<file path="src/sv/amou_pkg.sv">
`default_nettype none

package amou_pkg;

    localparam int unsigned FUNC_W    = 4;
    localparam int unsigned ADDR_W    = 12;
    localparam int unsigned SIZE_W    = 2;
    localparam int unsigned DATA_W    = 32;
    // word index taken from a byte address
    localparam int unsigned WADDR_W   = ADDR_W - 2;

    typedef logic [FUNC_W-1:0] t_func;
    typedef logic [SIZE_W-1:0] t_size;
    typedef logic [DATA_W-1:0] t_data;

    localparam t_func FN_ADD     = 4'd0;
    localparam t_func FN_SUB     = 4'd1;
    localparam t_func FN_OR      = 4'd2;
    localparam t_func FN_AND     = 4'd3;
    localparam t_func FN_XOR     = 4'd4;
    localparam t_func FN_NAND    = 4'd5;
    localparam t_func FN_CAS     = 4'd6;
    localparam t_func FN_SWAP    = 4'd7;
    localparam t_func FN_RELEASE = 4'd8;

    localparam t_size SZ_BYTE = 2'd0;
    localparam t_size SZ_HALF = 2'd1;

    localparam t_data       LANE_MASK_BYTE     = 32'h0000_00ff;
    localparam t_data       LANE_MASK_HALF     = 32'h0000_ffff;
    localparam logic [4:0]  BE_FLIP_BYTE       = 5'd24;
    localparam logic [4:0]  BE_FLIP_HALF       = 5'd16;
    localparam int unsigned ADDR_SHIFT_TO_BITS = 3;

    typedef struct packed {
        logic clr_we;    // write zero at the clear counter
        logic accept;    // capture request, read memory when index is direct
        logic index_rd;  // read memory at the reduced index
        logic exec;      // modify, write back, load result
    } t_ctrl_cmd;

    typedef struct packed {
        logic clr_last;
        logic idx_direct;
        logic out_free;
    } t_dp_status;

    function automatic t_data apply_op(input t_func func, input t_data old_v,
                                       input t_data val);
        t_data res;
        case (func)
            FN_ADD:  res = old_v + val;
            FN_SUB:  res = old_v - val;
            FN_OR:   res = old_v | val;
            FN_AND:  res = old_v & val;
            FN_XOR:  res = old_v ^ val;
            default: res = ~(old_v & val);
        endcase
        return res;
    endfunction

endpackage

`default_nettype wire

</file>
<file path="src/sv/amou_ctrl.sv">
`default_nettype none

module amou_ctrl (
    input  wire logic                 i_clk,
    input  wire logic                 i_rst_n,
    input  wire logic                 i_in_valid,
    output logic                      o_in_ready,
    input  wire amou_pkg::t_dp_status i_status,
    output amou_pkg::t_ctrl_cmd       o_cmd
);

    typedef enum logic [1:0] {
        S_CLEAR,
        S_IDLE,
        S_INDEX,
        S_EXEC
    } t_state;

    t_state r_state;
    t_state n_state;

    always_comb begin
        n_state    = r_state;
        o_cmd      = '0;
        o_in_ready = 1'b0;
        unique case (r_state)
            S_CLEAR: begin
                o_cmd.clr_we = 1'b1;
                if (i_status.clr_last) begin
                    n_state = S_IDLE;
                end
            end
            S_IDLE: begin
                o_in_ready = 1'b1;
                if (i_in_valid) begin
                    o_cmd.accept = 1'b1;
                    n_state      = i_status.idx_direct ? S_EXEC : S_INDEX;
                end
            end
            S_INDEX: begin
                o_cmd.index_rd = 1'b1;
                n_state        = S_EXEC;
            end
            S_EXEC: begin
                // wait for room in the result register
                if (i_status.out_free) begin
                    o_cmd.exec = 1'b1;
                    n_state    = S_IDLE;
                end
            end
            default: n_state = S_CLEAR;
        endcase
    end

    always_ff @(posedge i_clk) begin
        if (!i_rst_n) begin
            r_state <= S_CLEAR;
        end else begin
            r_state <= n_state;
        end
    end

    a_cmd_onehot: assert property (@(posedge i_clk) disable iff (!i_rst_n)
        $onehot0({o_cmd.clr_we, o_cmd.accept, o_cmd.index_rd, o_cmd.exec}))
        else $error("more than one datapath command at once");

    a_accept_next: assert property (@(posedge i_clk) disable iff (!i_rst_n)
        o_cmd.accept |=> (r_state == S_EXEC || r_state == S_INDEX))
        else $error("accepted request not followed by index or execute");

    a_clear_done: assert property (@(posedge i_clk) disable iff (!i_rst_n)
        (r_state == S_CLEAR && i_status.clr_last) |=> r_state == S_IDLE)
        else $error("clearing pass did not end at last word");

endmodule

`default_nettype wire

</file>
<file path="config.mk">
export PLATFORM = sky130hd
export DESIGN_NAME = amou_ctrl
export DESIGN_NICKNAME = d
export VERILOG_FILES = /design/src/sv/amou_pkg.sv /design/src/sv/amou_ctrl.sv
export SDC_FILE = /design/constraint.sdc
export NUM_CORES = 1
export LEC_CHECK = 0
export ABC_AREA = 1
export BUFFER_PORTS_ARGS = -buffer_cell sky130_fd_sc_hd__buf_2
export CORE_AREA = 5 5 42 44
export DETAILED_ROUTE_END_ITERATION = 6
export DIE_AREA = 0 0 47 49
export PLACE_DENSITY_LB_ADDON = 0.05
export SETUP_SLACK_MARGIN = 0.3
export SLEW_MARGIN = 25
export SYNTH_ARGS = -nofsm -noshare
export SYNTH_HDL_FRONTEND = slang
export SYNTH_SLANG_ARGS = --single-unit
</file>
<file path="constraint.sdc">
create_clock -name i_clk -period 2.26 [get_ports i_clk]
set_input_delay 0.452 -clock i_clk [delete_from_list [all_inputs] [get_ports i_clk]]
set_output_delay 0.452 -clock i_clk [all_outputs]
set_load 0.02 [all_outputs]
</file>
* Word-level counts from Yosys, hierarchy flattened
Index checks and enable logic that the tools add are counted.
Operators by class: muxes and demuxes 12, reductions and logical operators 2, equal/unequal tests 6
Operators by type and width (count):
- $mux W1 | 8
- $pmux W2 S4 | 1
- $mux W2 | 3
- $ne A2 B2 Y1 const B | 3
- $eq A2 B2 Y1 const B | 2
- $reduce_and A3 Y1 | 1
- $eq A2 B1 Y1 const B | 1
- $logic_not A2 Y1 | 1
Word-level totals: output and inout bits 5, register bits 2, input bits 6

* Longest topological paths before layout
Gate-level depths: netlist of the first run.
word-level depth 3, mapped depth 7, gate-level depth less buffers 7

* Worst setup path after synthesis of the first run
Ideal clock, no wire load.
path type register to output, from register r_state[1], to output port o_cmd[2] in the netlist's numbering, buffers on the path 0, arrival time 0.743 ns, setup slack 1.065 ns, cell stages (with the launch flop) 5, required time 1.808 ns, cells stage by stage dfxtp_1 > inv_1 > ha_1 > nand2_1 > inv_1
RTL lines:
- start: declaration | line amou_ctrl.sv:19 | t_state r_state;
- start signal: assignment | line amou_ctrl.sv:59 | r_state <= n_state;
- end: declaration | line amou_ctrl.sv:9 | output amou_pkg::t_ctrl_cmd o_cmd

==> impl_metrics.toml, run 1 <==
[floorplanning]
dieArea_um2 = 2300
coreArea_um2 = 1400
die_y_um = 49
ios = 11
placementRows = 14
die_w_um = 47
initial_core_util_pct = 14.0

[layout]
reg.largest.list = "r_state x2"
design_area_um2 = 289
antenna_cells = 0
nets = 56
largest_register = "r_state"
syn_to_final_growth_pct = 47.1
drive_above_1_share_pct = 32.6
largest_reg_flops = 2
num-fill-cells = 179

[routing]
routed_wl_um = 463
drt_iter0_markers = 1
ant_nets = 0
viasPerCell = 3.47
route.detailed.drc = 0
wl_per_cell_um = 7.85
first_pass_iters = 3
vias = 205

[critical_path]
worstPathRequired_ns = 1.81
start_kind = "register"
path_class = "register to primary output"
worstPathArrival_ns = 1.11
endpoint_kind = "primary output"
crit_path_max_fanout = 4

[logic_synthesis]
synth-seq-cells = 2
syn-num-nets = 41
syn_avg_cell_area_um2 = 6.55
yosys_warnings = 0
yosysSeqAreaShare_pct = 20.4
syn_inst = 30
synth_area_um2 = 196
synth_cell_types = 7

[global_routing]
antenna_found_initial = 0
grt_pass1_wl_um = 779
grt_max_degree = 5
grt_usage_pct = 5.13
grt_pass1_vias = 224
grt.overflow.total = 0

[timing]
fin_hold_ws_ns = 0.470
slew_viol_final = 0
slew-limit-headroom_pct = 90.7
period_minus_slack_ns = 1.56
skew_ns = 0.00225
finalSetupTns_ns = 0
setup-violations-final = 0
final.setup.worst_slack_ns = 0.698
tightest_slew_ns = 0.140
fmax_mhz = 640
rsz0062_at_grt = "no"
fin_crit_sh_pct = 69.1
final-hold-violation-count = 0

[clock_tree]
cts_root_buf = "clkbuf_4"
hold_buffers = 0
cts_sinks = 2
clkTransAtPathRegs_ns = 0.03
cts_buffers = 3
htreeDepth = 1
tritoncts = "yes"
cts_setup_buffers = 0
post_cts_resized = 0
worstSkewPairLatency_ns = 0.22
cts_buffer_depth = 2

[placement]
placed_area_um2 = 267
io_buffer_count = 10
place.gp.congestion = 0.622
place_ws_ns = 0.896
post-dp-hpwl_um = 401

[flow_run]
maxCapViolations = 0

[power_and_ir_drop]
p_leak_nw = 0.192
pwr_density_cell_nw_per_um2 = 1190
vdd_drop_max_mv = 0.262

[status]
status = "completed"

[hold_path]
hold_class = "primary input to register"
-- cells in the final DEF (no fill, tap or decap) --
cell and count:
nor2_1 4, buf_2 10, clkbuf_4 3, inv_1 7, ha_1 5, nand2_1 10
a21oi_1 1, nand3_2 1, dfxtp_1 2
-- worst max-delay path, stage by stage (launching register included) --
cell     delay, ns
dfxtp_1       0.35
inv_1         0.10
ha_1          0.21
nand2_1       0.06
inv_1         0.03
buf_2         0.14
-- final cells by class --
| class | count | area, um^2 | area share (%) |
|---|---|---|---|
| Tap cell | 16 | 20.0 | 6.93 |
| Multi-Input combinational cell | 21 | 130 | 45.0 |
| Clock buffer | 3 | 22.5 | 7.79 |
| Sequential cell | 2 | 40.0 | 13.9 |
| Inverter | 7 | 26.3 | 9.09 |
| Timing Repair Buffer | 10 | 50.0 | 17.3 |
-- metrics by stage --
step / utilization, % / cells / total power, mW
3_5_place_dp: 19.0 / 56 / 0.276
2_1_floorplan: - / 30 / 0.222
4_1_cts: 20.6 / 59 / 0.359
5_1_grt: 20.6 / 59 / 0.388
6_report: 20.6 / 59 / 0.345
3_3_place_gp: 19.0 / 56 / 0.281
-- logic make-up after synthesis --
kind of cell | Yosys count | share of synthesized area (%)
AO/OA/AOI/OAI | 1 | 2.55
adder cells (fa/ha/maj) | 5 | 31.8
flip-flops | 2 | 20.4
AND/OR/NAND/NOR | 15 | 31.8
buffers and inverters | 7 | 13.4
-- worst paths after layout --
check                             endpoint  startpoint  slack, ns  depth (start not counted)
worst max-delay path              o_cmd[2]  r_state[1]       0.70                          5
worst min-delay path            r_state[0]     i_rst_n       0.47                          3
worst max register to register  r_state[0]  r_state[0]       1.14                          6
worst min register to register  r_state[0]  r_state[0]       0.62                          4
-- where the power goes --
group	leakage (nW)	internal (mW)	total, mW	switching, mW
clock	0.0138	0.0584	0.0769	0.0185
combinational	0.161	0.0747	0.203	0.129
sequential	0.0167	0.0508	0.0649	0.0141
total	0.192	0.184	0.345	0.161
-- per-layer routing --
metal	vias up	part of all wire (%)	track usage (%)
li1	113	-	-
met1	83	42	4.58
met2	9	45	6.79
met3	0	13	4.80
met4	0	0	4.15
met5	-	0	0
-- cells in the mapped netlist (all sizes together) --
master | number | area share [%]
nand3 | 1 | 5.1
dfxtp | 2 | 20
nand2 | 10 | 19
ha | 5 | 32
nor2 | 4 | 7.6
a21oi | 1 | 2.5
inv | 7 | 13
Note: power is estimated with default switching activity, not from simulation.
==> run 2, diff against run 1 <==
ABC_AREA = 0   (was 1)
clock period = 1.4 ns   (was 2.26 ns; I/O delays follow)
==> run 2 against run 1 <==
  * First-iteration DRC count increased to 7.0 times the previous value
  * Global-route usage up 0.50 points
  * Final area is 39% higher
  * Non-clock buffer count rose by 3
  * Cell count is 6.8% lower
  * Largest power group unchanged
  * Power grew to 2.5 times the previous value
  * Clock power up 66%
  * Flip-flop and latch count is the same
  * Synthesized cell count decreased by 23%
  * Register-to-register slack got worse by 1.0 ns
  * Clock-buffer cell count unchanged
  * Wire length increased by 18%
==> impl_metrics.toml, run 2 <==
[logic_synthesis]
synth-seq-cells = 2
synth_cell_types = 11
syn-num-nets = 34
ys_async_sr_fraction_pct = 0
syn_avg_cell_area_um2 = 8.49
synth_edf_count = 0
yosys.cell_count.top_type = "ha_1"
synthTopCellsByArea = "ha_1 (32%), dfxtp_1 (21%), mux2i_1 (10%), inv_1 (7.7%), and2_1 (6.4%)"
yosys_warnings = 0
syn_inst = 23
ys.flop_type = "dfxtp_1"
synth_top_area_share_pct = 32.1
yosys-top-cells-count = "ha_1 (5), inv_1 (4), nand2_1 (3)"
synth_area_um2 = 195
yosysSeqAreaShare_pct = 20.5
synth_top_area_cell = "ha_1"

[timing]
fin_crit_sh_pct = 95.5
rsz0062_at_grt = "yes"
final.setup.worst_slack_ns = 0.0632
slew-limit-headroom_pct = 80.9
fmax_mhz = 748
period_minus_slack_ns = 1.34
slew_viol_final = 0
finalSetupTns_ns = 0
tightest_slew_ns = 0.287
setup-violations-final = 0
skew_ns = 0.00207
fin_hold_ws_ns = 0.328
final-hold-violation-count = 0

[layout]
num-fill-cells = 162
drive_above_1_share_pct = 71.8
final_util_pct = 28.6
largest_reg_flops = 2
reg.largest.list = "r_state x2"
final_cell_mix = "buf_2 (5), buf_6 (5)"
syn_to_final_growth_pct = 105
largest_register = "r_state"
nets = 52
antenna_cells = 0

[global_routing]
grt_pass1_vias = 220
grtUsageMet3_pct = 2.58
antenna_found_initial = 0
grt_usage_pct = 5.63
grtUsageMet2_pct = 8.37
grt-busiest-layer = "met2"
use_met1_pct = 5.25
grt_pass1_wl_um = 869
grt_max_degree = 6
grt.overflow.total = 0

[hold_path]
hold_class = "primary input to register"
worstHoldPathCells = 3

[routing]
viasPerCell = 3.89
routed_wl_um = 546
ant_nets = 0
drt_iter0_markers = 7
first_pass_iters = 4
route.detailed.drc = 0
wl_per_cell_um = 9.93
vias = 214

[critical_path]
worstPathArrival_ns = 1.06
endpoint_kind = "primary output"
worstPathRequired_ns = 1.12
crit_chain = "inv_4, ha_4, buf_4, buf_6"
max_stage_delay_ns = 0.39
crit_path_max_fanout = 5
start_kind = "register"
path_class = "register to primary output"
slowest_stage = "dfxtp_4"
reg2regPathDepth = 5

[clock_tree]
hold_buffers = 0
cts_sinks = 2
cts_buffer_depth = 2
clkTransAtPathRegs_ns = 0.03
tritoncts = "yes"
cts_buffers = 3
cts_root_buf = "clkbuf_4"
htreeDepth = 1
worstSkewPairLatency_ns = 0.23

[floorplanning]
die_y_um = 49
die_w_um = 47
dieArea_um2 = 2300
ios = 11
placementRows = 14
initial_core_util_pct = 13.9
coreArea_um2 = 1400

[status]
status = "completed"

[power_and_ir_drop]
p_leak_nw = 0.182
vdd_drop_max_mv = 0.630
pwr_density_cell_nw_per_um2 = 2170

[placement]
place_ws_ns = 0.0726
place.gp.congestion = 0.602
post-dp-hpwl_um = 464
io_buffer_count = 10

[flow_run]
maxCapViolations = 0
-- run 2: changes by cell type in the layout (fill, tap and decap cells not counted), sizes merged, moves of 2 or more --
| cell | change |
|---|---|
| mux2i | +2 |
| buf | +3 |
| inv | -3 |
| and2 | +3 |
| nand2 | -7 |
| nor2 | -4 |
-- run 2: cell families after synthesis --
| group | synth area share [%] |
|---|---|
| AND/OR/NAND/NOR | 19.2 |
| adder cells (fa/ha/maj) | 32.1 |
| multiplexers | 10.3 |
| buffers and inverters | 10.3 |
| flip-flops | 20.5 |
| AO/OA/AOI/OAI | 7.69 |
-- run 2: worst max-delay path, delay by kind of cell, from the launching register on --
| family | cells | cell delay, ns |
|---|---|---|
| flip-flops | 1 | 0.39 |
| adder cells (fa/ha/maj) | 1 | 0.15 |
| buffers and inverters | 3 | 0.29 |
-- run 2: timing repair --
| item | CTS | global route |
|---|---|---|
| hold endpoints to repair | 0 | 0 |
| endpoints found under the setup margin | 7 | 7 |
| buffers inserted | 1 | 1 |
| pin swaps | 0 | 2 |
| gates resized for setup | 18 | 3 |
| cloned | 0 | 0 |
-- run 2: power breakdown --
part	switching (mW)	internal [mW]	leakage [nW]	total, mW
sequential	0.0604	0.103	0.0178	0.163
clock	0.0337	0.0946	0.0138	0.128
combinational	0.255	0.321	0.151	0.576
total	0.349	0.519	0.182	0.867
-- run 2: final cells by class --
class	instances	area, um^2	area share (%)
repair buffers	13	104	25.9
inverters	5	25.0	6.25
clock buffers	3	22.5	5.62
flip-flops and latches	2	47.5	11.9
multi-input cells	16	181	45.3
well taps	16	20.0	5.00
-- run 2: path summary, 6_finish.rpt --
path / startpoint / end / slack [ns]
setup / recovery: r_state[0] / o_cmd[3] / 0.06
hold / removal: i_rst_n / r_state[1] / 0.33
setup reg to reg: r_state[0] / r_state[0] / 0.10
hold reg to reg: r_state[0] / r_state[0] / 0.53
-- run 2: stage by stage --
| step | area, um^2 | power (mW) | std cells |
|---|---|---|---|
| floorplan | 213 | 0.440 | 23 |
| global placement | 290 | 0.547 | 50 |
| detailed placement | 290 | 0.544 | 50 |
| CTS | 385 | 0.830 | 54 |
| global route | 400 | 0.934 | 55 |
| finish | 400 | 0.867 | 55 |
-- run 2: routing by layer --
metal / vias to the layer above / share of wire [%]
li1: 105 / -
met1: 95 / 40
met2: 12 / 45
met3: 2 / 12
met4: 0 / 2.7
met5: - / 0
